[src/sv/tpba_pkg.sv]
// Shared types and constants for the two-pool bitmap slot allocator.
`timescale 1ns / 1ps
`default_nettype none

package tpba_pkg;

	localparam int SLOT_W     = 4;
	localparam int OFF_W      = 10;
	// Large slots are numbered from this value upwards.
	localparam int LARGE_BASE = 8;
	localparam int LOC_W      = 3;

	localparam logic MODE_ALLOC      = 1'b0;
	localparam logic MODE_FREE       = 1'b1;
	localparam logic CLASS_SMALL     = 1'b0;
	localparam logic CLASS_LARGE     = 1'b1;
	localparam logic STATUS_OK       = 1'b0;
	localparam logic STATUS_NO_SPACE = 1'b1;

	typedef struct packed {
		logic              mode;
		logic              size_class;
		logic [SLOT_W-1:0] slot;
	} req_t;

	typedef struct packed {
		logic              status;
		logic [SLOT_W-1:0] granted_slot;
		logic [OFF_W-1:0]  byte_offset;
	} rsp_t;

endpackage

`default_nettype wire

[src/sv/two_pool_bitmap_slot_allocator_top.sv]
// Top level of the two-pool bitmap first-fit slot allocator.
`timescale 1ns / 1ps
`default_nettype none

// Channel   | direction | handshake            | payload
// ----------+-----------+----------------------+---------------------------------
// request   | in        | start high, busy low | req : mode, size_class, slot
// result    | out       | done strobe, 1 cycle | rsp : status, granted_slot,
//           |           |                      |       byte_offset
//
// One request per cycle. A request is registered into req_s1, where it is searched
// and committed against both busy bitmaps; its result is registered into rsp_q
// and shown there with done high.
// The bitmaps are updated at the same edge as rsp_q, so a following request already
// sees them; the single search stage sets the rate. busy stays low.
// Reset clears both bitmaps (every slot free) and the valid bits of the two
// stages. The receiver cannot stall: every result is shown for one cycle only.
module two_pool_bitmap_slot_allocator_top #(
	parameter int SMALL_SLOTS = 8,
	parameter int LARGE_SLOTS = 8,
	parameter int SMALL_BYTES = 32,
	parameter int LARGE_BYTES = 64
) (
	input  wire logic           clk,
	input  wire logic           arst_n,
	input  wire logic           start,
	output logic                busy,
	input  wire tpba_pkg::req_t req,
	output logic                done,
	output tpba_pkg::rsp_t      rsp
);

	import tpba_pkg::*;

	// Only slots below the numbering limit can ever be reached.
	localparam int NS = (SMALL_SLOTS < LARGE_BASE) ? SMALL_SLOTS : LARGE_BASE;
	localparam int NL = (LARGE_SLOTS < LARGE_BASE) ? LARGE_SLOTS : LARGE_BASE;
	// The large pool starts after the whole small pool, unused slots included.
	localparam int LARGE_START = SMALL_SLOTS * SMALL_BYTES;

	// Request stage.
	logic  vld_s1;
	req_t  req_s1;

	// Busy bitmaps.
	logic [NS-1:0] small_busy_q;
	logic [NL-1:0] large_busy_q;

	// Result register.
	logic  done_q;
	rsp_t  rsp_q;

	// Search results.
	logic             sm_found, lg_found, pr_found;
	logic [LOC_W-1:0] sm_loc, lg_loc, pr_loc;
	logic [NS-1:0]    sm_hot, pr_hot, sm_clr;
	logic [NL-1:0]    lg_hot, lg_clr;

	logic [NS-1:0] small_busy_d;
	logic [NL-1:0] large_busy_d;
	rsp_t          rsp_d;
	logic          fail;

	assign busy = 1'b0;

	// Register the request.
	always_ff @(posedge clk or negedge arst_n) begin
		if (!arst_n) begin
			vld_s1 <= 1'b0;
		end else begin
			vld_s1 <= start && !busy;
		end
	end

	always_ff @(posedge clk) begin
		if (start && !busy) begin
			req_s1 <= req;
		end
	end

	// First-fit priority encoders; scan downwards so the lowest fit wins.
	always_comb begin
		sm_found = 1'b0;
		sm_loc   = '0;
		sm_hot   = '0;
		for (int i = NS - 1; i >= 0; i--) begin
			if (!small_busy_q[i]) begin
				sm_found  = 1'b1;
				sm_loc    = LOC_W'(i);
				sm_hot    = '0;
				sm_hot[i] = 1'b1;
			end
		end

		lg_found = 1'b0;
		lg_loc   = '0;
		lg_hot   = '0;
		for (int i = NL - 1; i >= 0; i--) begin
			if (!large_busy_q[i]) begin
				lg_found  = 1'b1;
				lg_loc    = LOC_W'(i);
				lg_hot    = '0;
				lg_hot[i] = 1'b1;
			end
		end

		// Adjacent free pair in the small pool for a spilled large item.
		pr_found = 1'b0;
		pr_loc   = '0;
		pr_hot   = '0;
		for (int i = NS - 2; i >= 0; i--) begin
			if (!small_busy_q[i] && !small_busy_q[i+1]) begin
				pr_found    = 1'b1;
				pr_loc      = LOC_W'(i);
				pr_hot      = '0;
				pr_hot[i]   = 1'b1;
				pr_hot[i+1] = 1'b1;
			end
		end
	end

	// Bits to drop on a free; slots outside the pools are ignored.
	always_comb begin
		for (int i = 0; i < NS; i++) begin
			sm_clr[i] = !req_s1.slot[SLOT_W-1] &&
				((req_s1.slot[LOC_W-1:0] == LOC_W'(i)) ||
				 ((req_s1.size_class == CLASS_LARGE) &&
				  ({1'b0, req_s1.slot[LOC_W-1:0]} + 4'd1 == 4'(i))));
		end
		for (int i = 0; i < NL; i++) begin
			lg_clr[i] = req_s1.slot[SLOT_W-1] &&
				(req_s1.slot[LOC_W-1:0] == LOC_W'(i));
		end
	end

	// Grant selection and bitmap update.
	always_comb begin
		small_busy_d = small_busy_q;
		large_busy_d = large_busy_q;
		fail         = 1'b0;
		rsp_d.status       = STATUS_OK;
		rsp_d.granted_slot = '0;
		rsp_d.byte_offset  = '0;

		if (req_s1.mode == MODE_FREE) begin
			small_busy_d = small_busy_q & ~sm_clr;
			large_busy_d = large_busy_q & ~lg_clr;
		end else if (req_s1.size_class == CLASS_SMALL) begin
			if (sm_found) begin
				small_busy_d       = small_busy_q | sm_hot;
				rsp_d.granted_slot = {1'b0, sm_loc};
				rsp_d.byte_offset  = OFF_W'(32'(sm_loc) * 32'(SMALL_BYTES));
			end else if (lg_found) begin
				large_busy_d       = large_busy_q | lg_hot;
				rsp_d.granted_slot = {1'b1, lg_loc};
				rsp_d.byte_offset  = OFF_W'(32'(LARGE_START) +
					32'(lg_loc) * 32'(LARGE_BYTES));
			end else begin
				fail = 1'b1;
			end
		end else begin
			if (lg_found) begin
				large_busy_d       = large_busy_q | lg_hot;
				rsp_d.granted_slot = {1'b1, lg_loc};
				rsp_d.byte_offset  = OFF_W'(32'(LARGE_START) +
					32'(lg_loc) * 32'(LARGE_BYTES));
			end else if (pr_found) begin
				small_busy_d       = small_busy_q | pr_hot;
				rsp_d.granted_slot = {1'b0, pr_loc};
				rsp_d.byte_offset  = OFF_W'(32'(pr_loc) * 32'(SMALL_BYTES));
			end else begin
				fail = 1'b1;
			end
		end

		if (fail) begin
			rsp_d.status = STATUS_NO_SPACE;
		end
	end

	// Commit state and hold the result for its one cycle.
	always_ff @(posedge clk or negedge arst_n) begin
		if (!arst_n) begin
			small_busy_q <= '0;
			large_busy_q <= '0;
			done_q       <= 1'b0;
		end else begin
			done_q <= vld_s1;
			if (vld_s1) begin
				small_busy_q <= small_busy_d;
				large_busy_q <= large_busy_d;
			end
		end
	end

	always_ff @(posedge clk) begin
		if (vld_s1) begin
			rsp_q <= rsp_d;
		end
	end

	assign done = done_q;
	assign rsp  = rsp_q;

	// Every accepted request yields its result after the request stage and the result register.
	a_result_follows: assert property (@(posedge clk) disable iff (!arst_n)
		start && !busy |=> ##1 done)
		else $error("request without result");

	// A failed allocation leaves both bitmaps untouched.
	a_fail_keeps_state: assert property (@(posedge clk) disable iff (!arst_n)
		vld_s1 && fail |=> $stable(small_busy_q) && $stable(large_busy_q))
		else $error("bitmap changed on failed allocation");

	// A free never marks a slot busy.
	a_free_only_clears: assert property (@(posedge clk) disable iff (!arst_n)
		vld_s1 && req_s1.mode == MODE_FREE |=>
		((small_busy_q & ~$past(small_busy_q)) == '0) &&
		((large_busy_q & ~$past(large_busy_q)) == '0))
		else $error("free set a busy bit");

	// A grant on the small pool leaves the large pool as it was, and vice versa.
	a_grant_one_pool: assert property (@(posedge clk) disable iff (!arst_n)
		vld_s1 && req_s1.mode == MODE_ALLOC |=>
		$stable(small_busy_q) || $stable(large_busy_q))
		else $error("allocation touched both pools");

endmodule

`default_nettype wire
[config.mk]
export PLATFORM = sky130hd
export DESIGN_NAME = two_pool_bitmap_slot_allocator_top
export DESIGN_NICKNAME = d
export VERILOG_FILES = /design/src/sv/tpba_pkg.sv /design/src/sv/two_pool_bitmap_slot_allocator_top.sv
export SDC_FILE = /design/constraint.sdc
export NUM_CORES = 1
export LEC_CHECK = 0
export BUFFER_PORTS_ARGS = -buffer_cell sky130_fd_sc_hd__buf_2
export CORE_MARGIN = 2
export CORE_UTILIZATION = 35
export CTS_BUF_LIST = sky130_fd_sc_hd__clkbuf_8
export CTS_CLUSTER_DIAMETER = 100
export CTS_CLUSTER_SIZE = 10
export DETAILED_ROUTE_END_ITERATION = 12
export GPL_TIMING_DRIVEN = 0
export HOLD_SLACK_MARGIN = 0.05
export MAX_ROUTING_LAYER = met4
export PLACE_DENSITY_LB_ADDON = 0.05
export RECOVER_POWER = 100
export SYNTH_ARGS = -nofsm -noshare
export SYNTH_HDL_FRONTEND = slang
export SYNTH_SLANG_ARGS = --single-unit
[constraint.sdc]
create_clock -name clk -period 4.8 [get_ports clk]
set_input_delay 0.48 -clock clk [delete_from_list [all_inputs] [get_ports clk]]
set_output_delay 0.48 -clock clk [all_outputs]
set_load 0.02 [all_outputs]
Word-level counts from Yosys, hierarchy flattened. Index checks and enable logic that the tools add are counted.

Bits in read-only memories: 0. Input bits: 9. Latch bits: 0. Memories: 0. Output and inout bits: 17. Memory bits (writable): 0. Bits in registers: 39. Word-level logic and storage cells: 179.

$mul: 0. Muxes and demuxes: 90. Equality and inequality tests: 17. $lt $le $gt $ge: 0. Add/sub/neg operators: 2. Reductions and logical operators: 53. Divide/modulo/power cells: 0. Shift-type cells: 0. Bitwise gates (word level): 7.

Operators by type and width (count): 8-bit 2-to-1 mux (32); 3-bit 2-to-1 mux (23); 14-bit 2-to-1 mux (4); 1-bit logical AND (31); 1-bit 2-to-1 mux (30); 8-bit bitwise OR (3); 8-bit AND (2); 4-bit by 3-bit == test with 1-bit output (second input constant) (4); 8-bit inverter (2); 13-bit 2-to-1 mux (1); 3-bit == test (second input constant) (4); 9-bit by 9-bit adder with 10-bit output (first input constant) (1); 1-bit zero test (9); 4-bit by 2-bit == test with 1-bit output (second input constant) (2); 1-bit logical OR (8); 3-bit by 2-bit == test with 1-bit output (second input constant) (2); 3-bit != test (second input constant) (2); 3-bit by 1-bit adder with 4-bit output (second input constant) (1); 4-bit by 1-bit == test with 1-bit output (second input constant) (1); 4-bit zero test (1); 4-bit AND reduction (1); 3-bit by 1-bit == test with 1-bit output (second input constant) (1); 3-bit zero test (1); 3-bit by 1-bit != test with 1-bit output (second input constant) (1); other kinds (2) (2).

Depth between registers and ports, before layout. Gate-level depths: netlist (run 1).

Depth after elaboration: 14. Gate-level depth with buffers: 8. Depth with buffers taken out: 7.

Least setup slack after synthesis (run 1). No wires, ideal clock.

Path type: register -> register. Start: register req_s1[0] (netlist bit). End: register small_busy_q[7]. Data arrival time: 1610 ps. Setup time: 84 ps. Setup slack: 3106 ps. Required time: 4716 ps. Period minus slack after synthesis: 1694 ps. Cell stages (with the launch flop): 9. Path buffers: 1. Cell sequence: edfxtp_1 > clkbuf_1 > and2_1 > ha_1 > nand2b_1 > nor2_1 > o21ai_0 > nand3_1 > o21ai_0.

Cells in the longest elaborated chain, start to end: 8. Elaborated cells on any way between the ends: 9. Those cells by class: add/sub: 1; eq/ne: 2; mux: 1; bitwise: 2; reduce/logical: 3.

Ends and longest elaborated chain: start: declaration (line two_pool_bitmap_slot_allocator_top.sv:43) `req_t req_s1;`; start signal: assignment (line two_pool_bitmap_slot_allocator_top.sv:77) `req_s1 <= req;`; 3-bit by 1-bit adder with 4-bit output (line two_pool_bitmap_slot_allocator_top.sv:128) `({1'b0, req_s1.slot[LOC_W-1:0]} + 4'd1 == 4'(i))));`; 4-bit by 3-bit == test with 1-bit output (line two_pool_bitmap_slot_allocator_top.sv:128); 1-bit logical AND (line two_pool_bitmap_slot_allocator_top.sv:127) `((req_s1.size_class == CLASS_LARGE) &&`; 1-bit logical OR (*) (line two_pool_bitmap_slot_allocator_top.sv:126) `((req_s1.slot[LOC_W-1:0] == LOC_W'(i)) ||`; 1-bit logical AND (*) (line two_pool_bitmap_slot_allocator_top.sv:125) `sm_clr[i] = !req_s1.slot[SLOT_W-1] &&`; 8-bit inverter (*) (line two_pool_bitmap_slot_allocator_top.sv:146) `small_busy_d = small_busy_q & ~sm_clr;`; 8-bit AND (*) (line two_pool_bitmap_slot_allocator_top.sv:146); 8-bit 2-to-1 mux (*) (line two_pool_bitmap_slot_allocator_top.sv:145) `if (req_s1.mode == MODE_FREE) begin`; end signal: assignment (line two_pool_bitmap_slot_allocator_top.sv:190) `small_busy_q <= small_busy_d;`; end: declaration (line two_pool_bitmap_slot_allocator_top.sv:46) `logic [NS-1:0] small_busy_q;`.

Every way passes the cells marked *; elsewhere a longest branch is shown, timed or not. A chain may end at the register's enable or synchronous reset.

Worst setup path in the final report (run 1).
Start: register small_busy_q[3]. End: register rsp_q (netlist bit rsp[10]) (data pin).

Cells in the longest elaborated chain, start to end: 9. Elaborated cells on any way between the ends: 23. Those cells by class: mux: 20; reduce/logical: 3.

Ends and longest elaborated chain: 1-bit zero test (line two_pool_bitmap_slot_allocator_top.sv:112) `if (!small_busy_q[i] && !small_busy_q[i+1]) begin`; 1-bit logical AND (line two_pool_bitmap_slot_allocator_top.sv:112); 3-bit 2-to-1 mux or 1-bit 2-to-1 mux (tied branches) (4 in series) (line two_pool_bitmap_slot_allocator_top.sv:112); 13-bit 2-to-1 mux (line two_pool_bitmap_slot_allocator_top.sv:167) `end else if (pr_found) begin`; 14-bit 2-to-1 mux (line two_pool_bitmap_slot_allocator_top.sv:162) `if (lg_found) begin`; 14-bit 2-to-1 mux (*) (line two_pool_bitmap_slot_allocator_top.sv:148) `end else if (req_s1.size_class == CLASS_SMALL) begin`; end signal: assignment (line two_pool_bitmap_slot_allocator_top.sv:198) `rsp_q <= rsp_d;`; end: declaration (line two_pool_bitmap_slot_allocator_top.sv:51) `rsp_t rsp_q;`.

Marks and branches as above.

==> results.toml, run 1 <==
[outcome]
status = "finished clean"

[worst_setup_path]
timing.critical_path.buf_inv = 1
worst-r2r-setup-slack_ns = 2.19
criticalPathCategory = "reg -> reg"
critical_path.reg2reg.startpoint = "small_busy_q[3]"
worstSetupEndpointType = "flop"
crit_path_start = "small_busy_q[3]"
slowest_cell_on_crit_path = "nor4_1"
critical_path.endpoint = "rsp[10]"
r2r_cells = 6
cp_data_required_time_ns = 4.97
reg2reg_to = "rsp[10]"
worst_path_dominant_cell_family = "simple AND/OR/NAND/NOR gates"
timing.critical_path.fanout_max = 10
cpPeakStageDelay_ns = 0.51
critPathLaunchType = "flop"
timing.critical_path.cells = "clkbuf_1 > nand4_1 > nor4_1 > o21ai_0 > a2111o_1 > or3b_1"
worstSetupPathDepth = 6
critical_path_arrival_ns = 2.77

[power]
clkPwrFrac = 0.200
powerDensity_nw_per_um2 = 463
netSwitchingFraction = 0.410
total_leakage_power_nw = 0.870
p_seq_frac = 0.415
total_power_consumption_mw = 1.03
pwr-share-comb = 0.385
worst_ir_drop_vdd_v = 0.000151
switchingPower_mw = 0.422
internal_power_mw = 0.608

[detailed_routing]
wl_um = 4890
routed_via_density = 5.25
count_of_routing_violations_after_the_opening_detailed_route_iteration = 171
drt_drc_violations_left = 0
final_antenna_violating_net_count = 0
detail_route.first_pass.iterations = 4
post_drt_wl_per_cell_um = 15.3
route.vias.total = 1675

[placed_design]
post-dp-hpwl_um = 3660
io_buffers = 19
finalWeightedCongestion = 0.862
total_placed_cells_including_tap_cells = 311

[timing]
finalCritPeriodShare = 0.543
report.final.slew_viol_count = 0
worst_slew_margin_rel = 0.283
clock.fmax_mhz = 383
setup-violations-final = 0
grt_setup_unrepaired = "false"
final_sum_of_negative_setup_slack_ns = 0
finalHoldViolCount = 0
tightest_slew_ns = 1.08
layout_min_cycle_time_ns = 2.61
final.setup_skew_ns = 0.00647

[die]
top_level_ports = 26
core-area_um2 = 5470
die_width_um = 79.3
effective_utilization_at_floorplan = 0.362
floorplan.rows = 27
die-area_um2 = 6280
die-height_um = 79.3

[clock_network]
cts_buffer_depth = 2
cts-buffers-inserted = 5
cts_max_level = 2
worst_skew_pair.late_latency_ns = 0.29
clock_sink_count = 34
holdBufCountCts = 0
cts_resized = 0
clock_transition_time_at_the_flip_flop_clock_pins_of_the_worst_setup_and_hold_paths_ns = 0.07
post_cts_buffers = 0
cts_tree = "yes"
root_buffer = "clkbuf_8"

[yosys]
synth-seq-area-share = 0.470
synthesis.instances = 215
dominantRegCellSynth = "dfrtp_1"
syn-cell-area_um2 = 1980
synth_enable_flop_cells = 16
synth.distinct_cells = 48
netlist.top_cell.by_area = "edfxtp_1"
ys_warn_count = 0
synth_top_cells_by_area = "edfxtp_1 (24%), dfrtp_1 (23%), o21ai_0 (4.5%)"
ys_async_sr_fraction = 0.529
avgSynthCellArea_um2 = 9.22
synth_top_cell_area_share = 0.242
postSynthRegisterBits = 34

[grt]
grt.overflow.total = 0
pin_count_of_the_biggest_net_entering_global_routing = 19
global_route_usage_over_all_layers = 0.173
grt_pass1_wl_um = 8090
antenna_violations_before_repair = 0
first_global_vias = 1560

[layout]
synthToLayoutAreaGrowth_pct = 12.2
n_fill_cell = 588
utilization = 0.406
n_antenna_cell = 0
fraction_of_final_layout_cells_with_drive_strength_greater_than_1 = 0.121
fin_cells = 319
final_common_cell = "nor2_1"
num-nets-final = 257
layout_common_cells = "nor2_1 (21), clkbuf_1 (19), o21ai_0 (19)"
sequential_cell_area_um2 = 931
multi_input_area_um2 = 906

[run]
maxCapViolations = 0

[min_path]
hold_path_class = "in -> async"
-- flip-flops by register name, indices dropped and copies added, names as in the netlist --
register / flops
done: 1
large_busy_q: 8
req_s1: 6
rsp: 10
small_busy_q: 8
vld_s1: 1
-- power groups by stage --
stage | sequential [mW] | combinational [mW] | clock (mW)
6_report | 0.427 | 0.396 | 0.206
5_1_grt | 0.435 | 0.443 | 0.227
4_1_cts | 0.426 | 0.408 | 0.209
3_5_place_dp | 0.432 | 0.407 | 0
3_3_place_gp | 0.433 | 0.410 | 0
2_1_floorplan | 0.436 | 0.293 | 0
-- per-stage QoR --
step / setup slack [ns] / hold WS [ns] / instance area [µm²]
global route: 2.04 / 0.353 / 2220
global placement: 2.75 / 0.453 / 2190
finish: 2.19 / 0.365 / 2220
CTS: 2.73 / 0.145 / 2270
floorplan: 3.11 / 0.184 / 2000
detailed placement: 2.75 / 0.452 / 2190
-- per-layer routing --
metal | up-vias | global-route usage | wire (µm) | share of wire
li1 | 845 | - | - | -
met1 | 772 | 0.235 | 2400 | 0.49
met2 | 53 | 0.265 | 2190 | 0.45
met3 | 5 | 0.0409 | 243 | 0.050
met4 | 0 | 0.0397 | 49 | 0.010
met5 | - | - | 0 | 0
-- worst min-delay path by stage --
stage | to | slack [ns] | depth (start not counted)
after detailed placement | large_busy_q[6] | 0.45 | 1
after global routing | req_s1[0] | 0.35 | 1
after floorplan | done | 0.18 | 0
after CTS | large_busy_q[6] | 0.15 | 1
final | small_busy_q[1] | 0.37 | 1
after global placement | done | 0.45 | 1
-- cells by family (layout without fill, tap and decap cells) --
logic type      after synthesis  count (layout)  share of synthesized area
compound gates               73              73                      0.243
simple gates                 76              76                      0.203
flops                        34              34                      0.470
other cells                   1               6                    0.00189
buf+inv                      29              56                     0.0701
fa+ha+maj                     2               2                     0.0126
-- cell usage after synthesis, types with 2 or more instances --
cell type  count
a21oi_1       16
nor2b_1        3
nor3_1         8
buf_4          6
o21ai_0       18
nand4_1        3
nand2_1       17
a32oi_1        3
inv_1         12
buf_2          6
nor2_1        21
nand4_2        2
a31o_2         2
o211ai_1       2
a221oi_1       2
o21ai_2        2
a22oi_1        2
a31oi_1        4
edfxtp_1      16
nand3_1        7
and4_1         2
nand2b_1       6
clkbuf_1       5
o31ai_1        3
o22ai_1        3
ha_1           2
a21boi_0       4
dfrtp_1       18
-- area by class of cell --
cell class / count / share of cell area
flip-flops and latches: 34 / 0.418
repair buffers: 19 / 0.0354
multi-input cells: 157 / 0.407
clock inverters: 3 / 0.00562
inverters: 12 / 0.0202
clock buffers: 5 / 0.0309
well taps: 72 / 0.0405
plain buffers: 17 / 0.0416
Note: power is estimated with default switching activity, not from simulation.
==> inputs of run 2 (changes only) <==
==> constraint.sdc (replaced) <==
create_clock -name clk -period 2.6 [get_ports clk]
set_input_delay 0.26 -clock clk [delete_from_list [all_inputs] [get_ports clk]]
set_output_delay 0.26 -clock clk [all_outputs]
set_load 0.02 [all_outputs]
==> run 2 against run 1 <==
- clock power is 84% higher
- setup slack worse by 1.9 ns
- final cell count is 0.31% higher
- flip-flop and latch count stayed put
- critical path type unchanged
==> results.toml, run 2 (synthesis gave the netlist of run 1 again) <==
[timing]
final.setup_skew_ns = 0.00846
tightest_slew_ns = 1.08
layout_min_cycle_time_ns = 2.29
final_sum_of_negative_setup_slack_ns = 0
finalCritPeriodShare = 0.879
finalHoldViolCount = 0
setup-violations-final = 0
clock.fmax_mhz = 437
worst_slew_margin_rel = 0.278
report.final.slew_viol_count = 0
grt_setup_unrepaired = "false"

[min_path]
hold_path_class = "in -> reg"

[placed_design]
io_buffers = 19
finalWeightedCongestion = 0.862
post-dp-hpwl_um = 3660

[worst_setup_path]
slowest_cell_on_crit_path = "nor4_1"
critical_path_arrival_ns = 2.45
cp_data_required_time_ns = 2.76
critPathLaunchType = "flop"
timing.critical_path.cells = "buf_2 > nand4_1 > nor4_1 > o21ai_2 > a2111o_1 > or3b_1"
criticalPathCategory = "reg -> reg"
worst_path_dominant_cell_family = "simple AND/OR/NAND/NOR gates"
worstSetupEndpointType = "flop"
timing.critical_path.buf_inv = 1
cpPeakStageDelay_ns = 0.58
worst-r2r-setup-slack_ns = 0.31
timing.critical_path.fanout_max = 10

[die]
top_level_ports = 26
die-area_um2 = 6280
die_width_um = 79.3
core-area_um2 = 5470
effective_utilization_at_floorplan = 0.362
floorplan.rows = 27
die-height_um = 79.3

[detailed_routing]
post_drt_wl_per_cell_um = 15.3
routed_via_density = 5.21
route.layer.met1.wl_um = 2360
routed.top_layer = "met4"
drt_drc_violations_left = 0
wl_met2_um = 2250
wl_met3_um = 236
wl_um = 4900
detail_route.first_pass.iterations = 4
final_antenna_violating_net_count = 0
route.vias.total = 1668
count_of_routing_violations_after_the_opening_detailed_route_iteration = 128

[grt]
first_global_vias = 1560
grt.overflow.total = 0
global_route_usage_over_all_layers = 0.173
pin_count_of_the_biggest_net_entering_global_routing = 19
antenna_violations_before_repair = 0
grt_pass1_wl_um = 8090

[layout]
num-nets-final = 258
largest_register_ffs = 10
final_common_cell = "nor2_1"
layout_common_cells = "nor2_1 (21), clkbuf_1 (18), o21ai_0 (18), dfrtp_1 (18), nand2_1 (17)"
n_fill_cell = 587
fraction_of_final_layout_cells_with_drive_strength_greater_than_1 = 0.129
synthToLayoutAreaGrowth_pct = 13.0
n_antenna_cell = 0

[power]
total_leakage_power_nw = 0.877
worst_ir_drop_vdd_v = 0.000278
powerDensity_nw_per_um2 = 851
total_power_consumption_mw = 1.91

[clock_network]
root_buffer = "clkbuf_8"
clock_transition_time_at_the_flip_flop_clock_pins_of_the_worst_setup_and_hold_paths_ns = 0.08
cts_buffer_depth = 2
cts_max_level = 2
cts-buffers-inserted = 5
clock_sink_count = 34
worst_skew_pair.late_latency_ns = 0.29
cts_tree = "yes"

[outcome]
status = "finished clean"

[run]
maxCapViolations = 0
[run 2: layout make-up]
type                    count  area (µm²)  area share
flip-flops and latches     34         931       0.416
repair buffers             20        88.8      0.0397
clock buffers               5        68.8      0.0307
well taps                  72        90.1      0.0402
plain buffers              17        93.8      0.0419
multi-input cells         157         910       0.406
inverters                  12        45.0      0.0201
clock inverters             3        12.5     0.00559
[run 2: worst register-to-register path, delay by kind of cell (launching register included)]
family                 cells  cell delay, ns
AO/OA/AOI/OAI              2            0.68
buffers and inverters      1            0.20
flip-flops                 1            0.32
AND/OR/NAND/NOR            3            0.98
[run 2: through the flow]
| stage | hold WS, ns | cells | cell area, µm² | util | worst slack (ns) |
|---|---|---|---|---|---|
| 6_report | 0.146 | 320 | 2240 | 0.409 | 0.313 |
| 5_1_grt | 0.133 | 320 | 2240 | 0.409 | 0.220 |
| 4_1_cts | 0.140 | 320 | 2280 | 0.416 | 0.529 |
| 3_5_place_dp | 0.232 | 311 | 2190 | 0.399 | 0.551 |
| 3_3_place_gp | 0.233 | 311 | 2190 | 0.399 | 0.553 |
| 2_1_floorplan | -0.0356 | 220 | 2000 | - | 0.906 |
[run 2: metal layers]
layer | GRT usage | vias up
li1 | - | 846
met1 | 0.235 | 765
met2 | 0.265 | 52
met3 | 0.0409 | 5
met4 | 0.0397 | 0
met5 | - | -
[run 2: path summary, 6_finish.rpt]
path                                 start         endpoint  cells past startpoint
min                                 req[4]        req_s1[4]                      1
min reg2reg                large_busy_q[7]  large_busy_q[7]                      1
max reg2reg                small_busy_q[3]          rsp[10]                      6
max                        small_busy_q[3]          rsp[10]                      6
min in group asynchronous           arst_n  small_busy_q[1]                      2
max in group asynchronous           arst_n  large_busy_q[0]                      2
[run 2: timing repair]
| action | 4_1_cts | 5_1_grt |
|---|---|---|
| resized for setup | 0 | 0 |
| endpoints found under the hold margin | 18 | 0 |
| buffers inserted | 0 | 0 |
| hold buffers | 1 | 0 |
[run 2: power breakdown]
| part | leakage, nW | internal [mW] | switching (mW) |
|---|---|---|---|
| combinational | 0.456 | 0.258 | 0.479 |
| clock | 0.0468 | 0.180 | 0.200 |
| sequential | 0.374 | 0.688 | 0.101 |
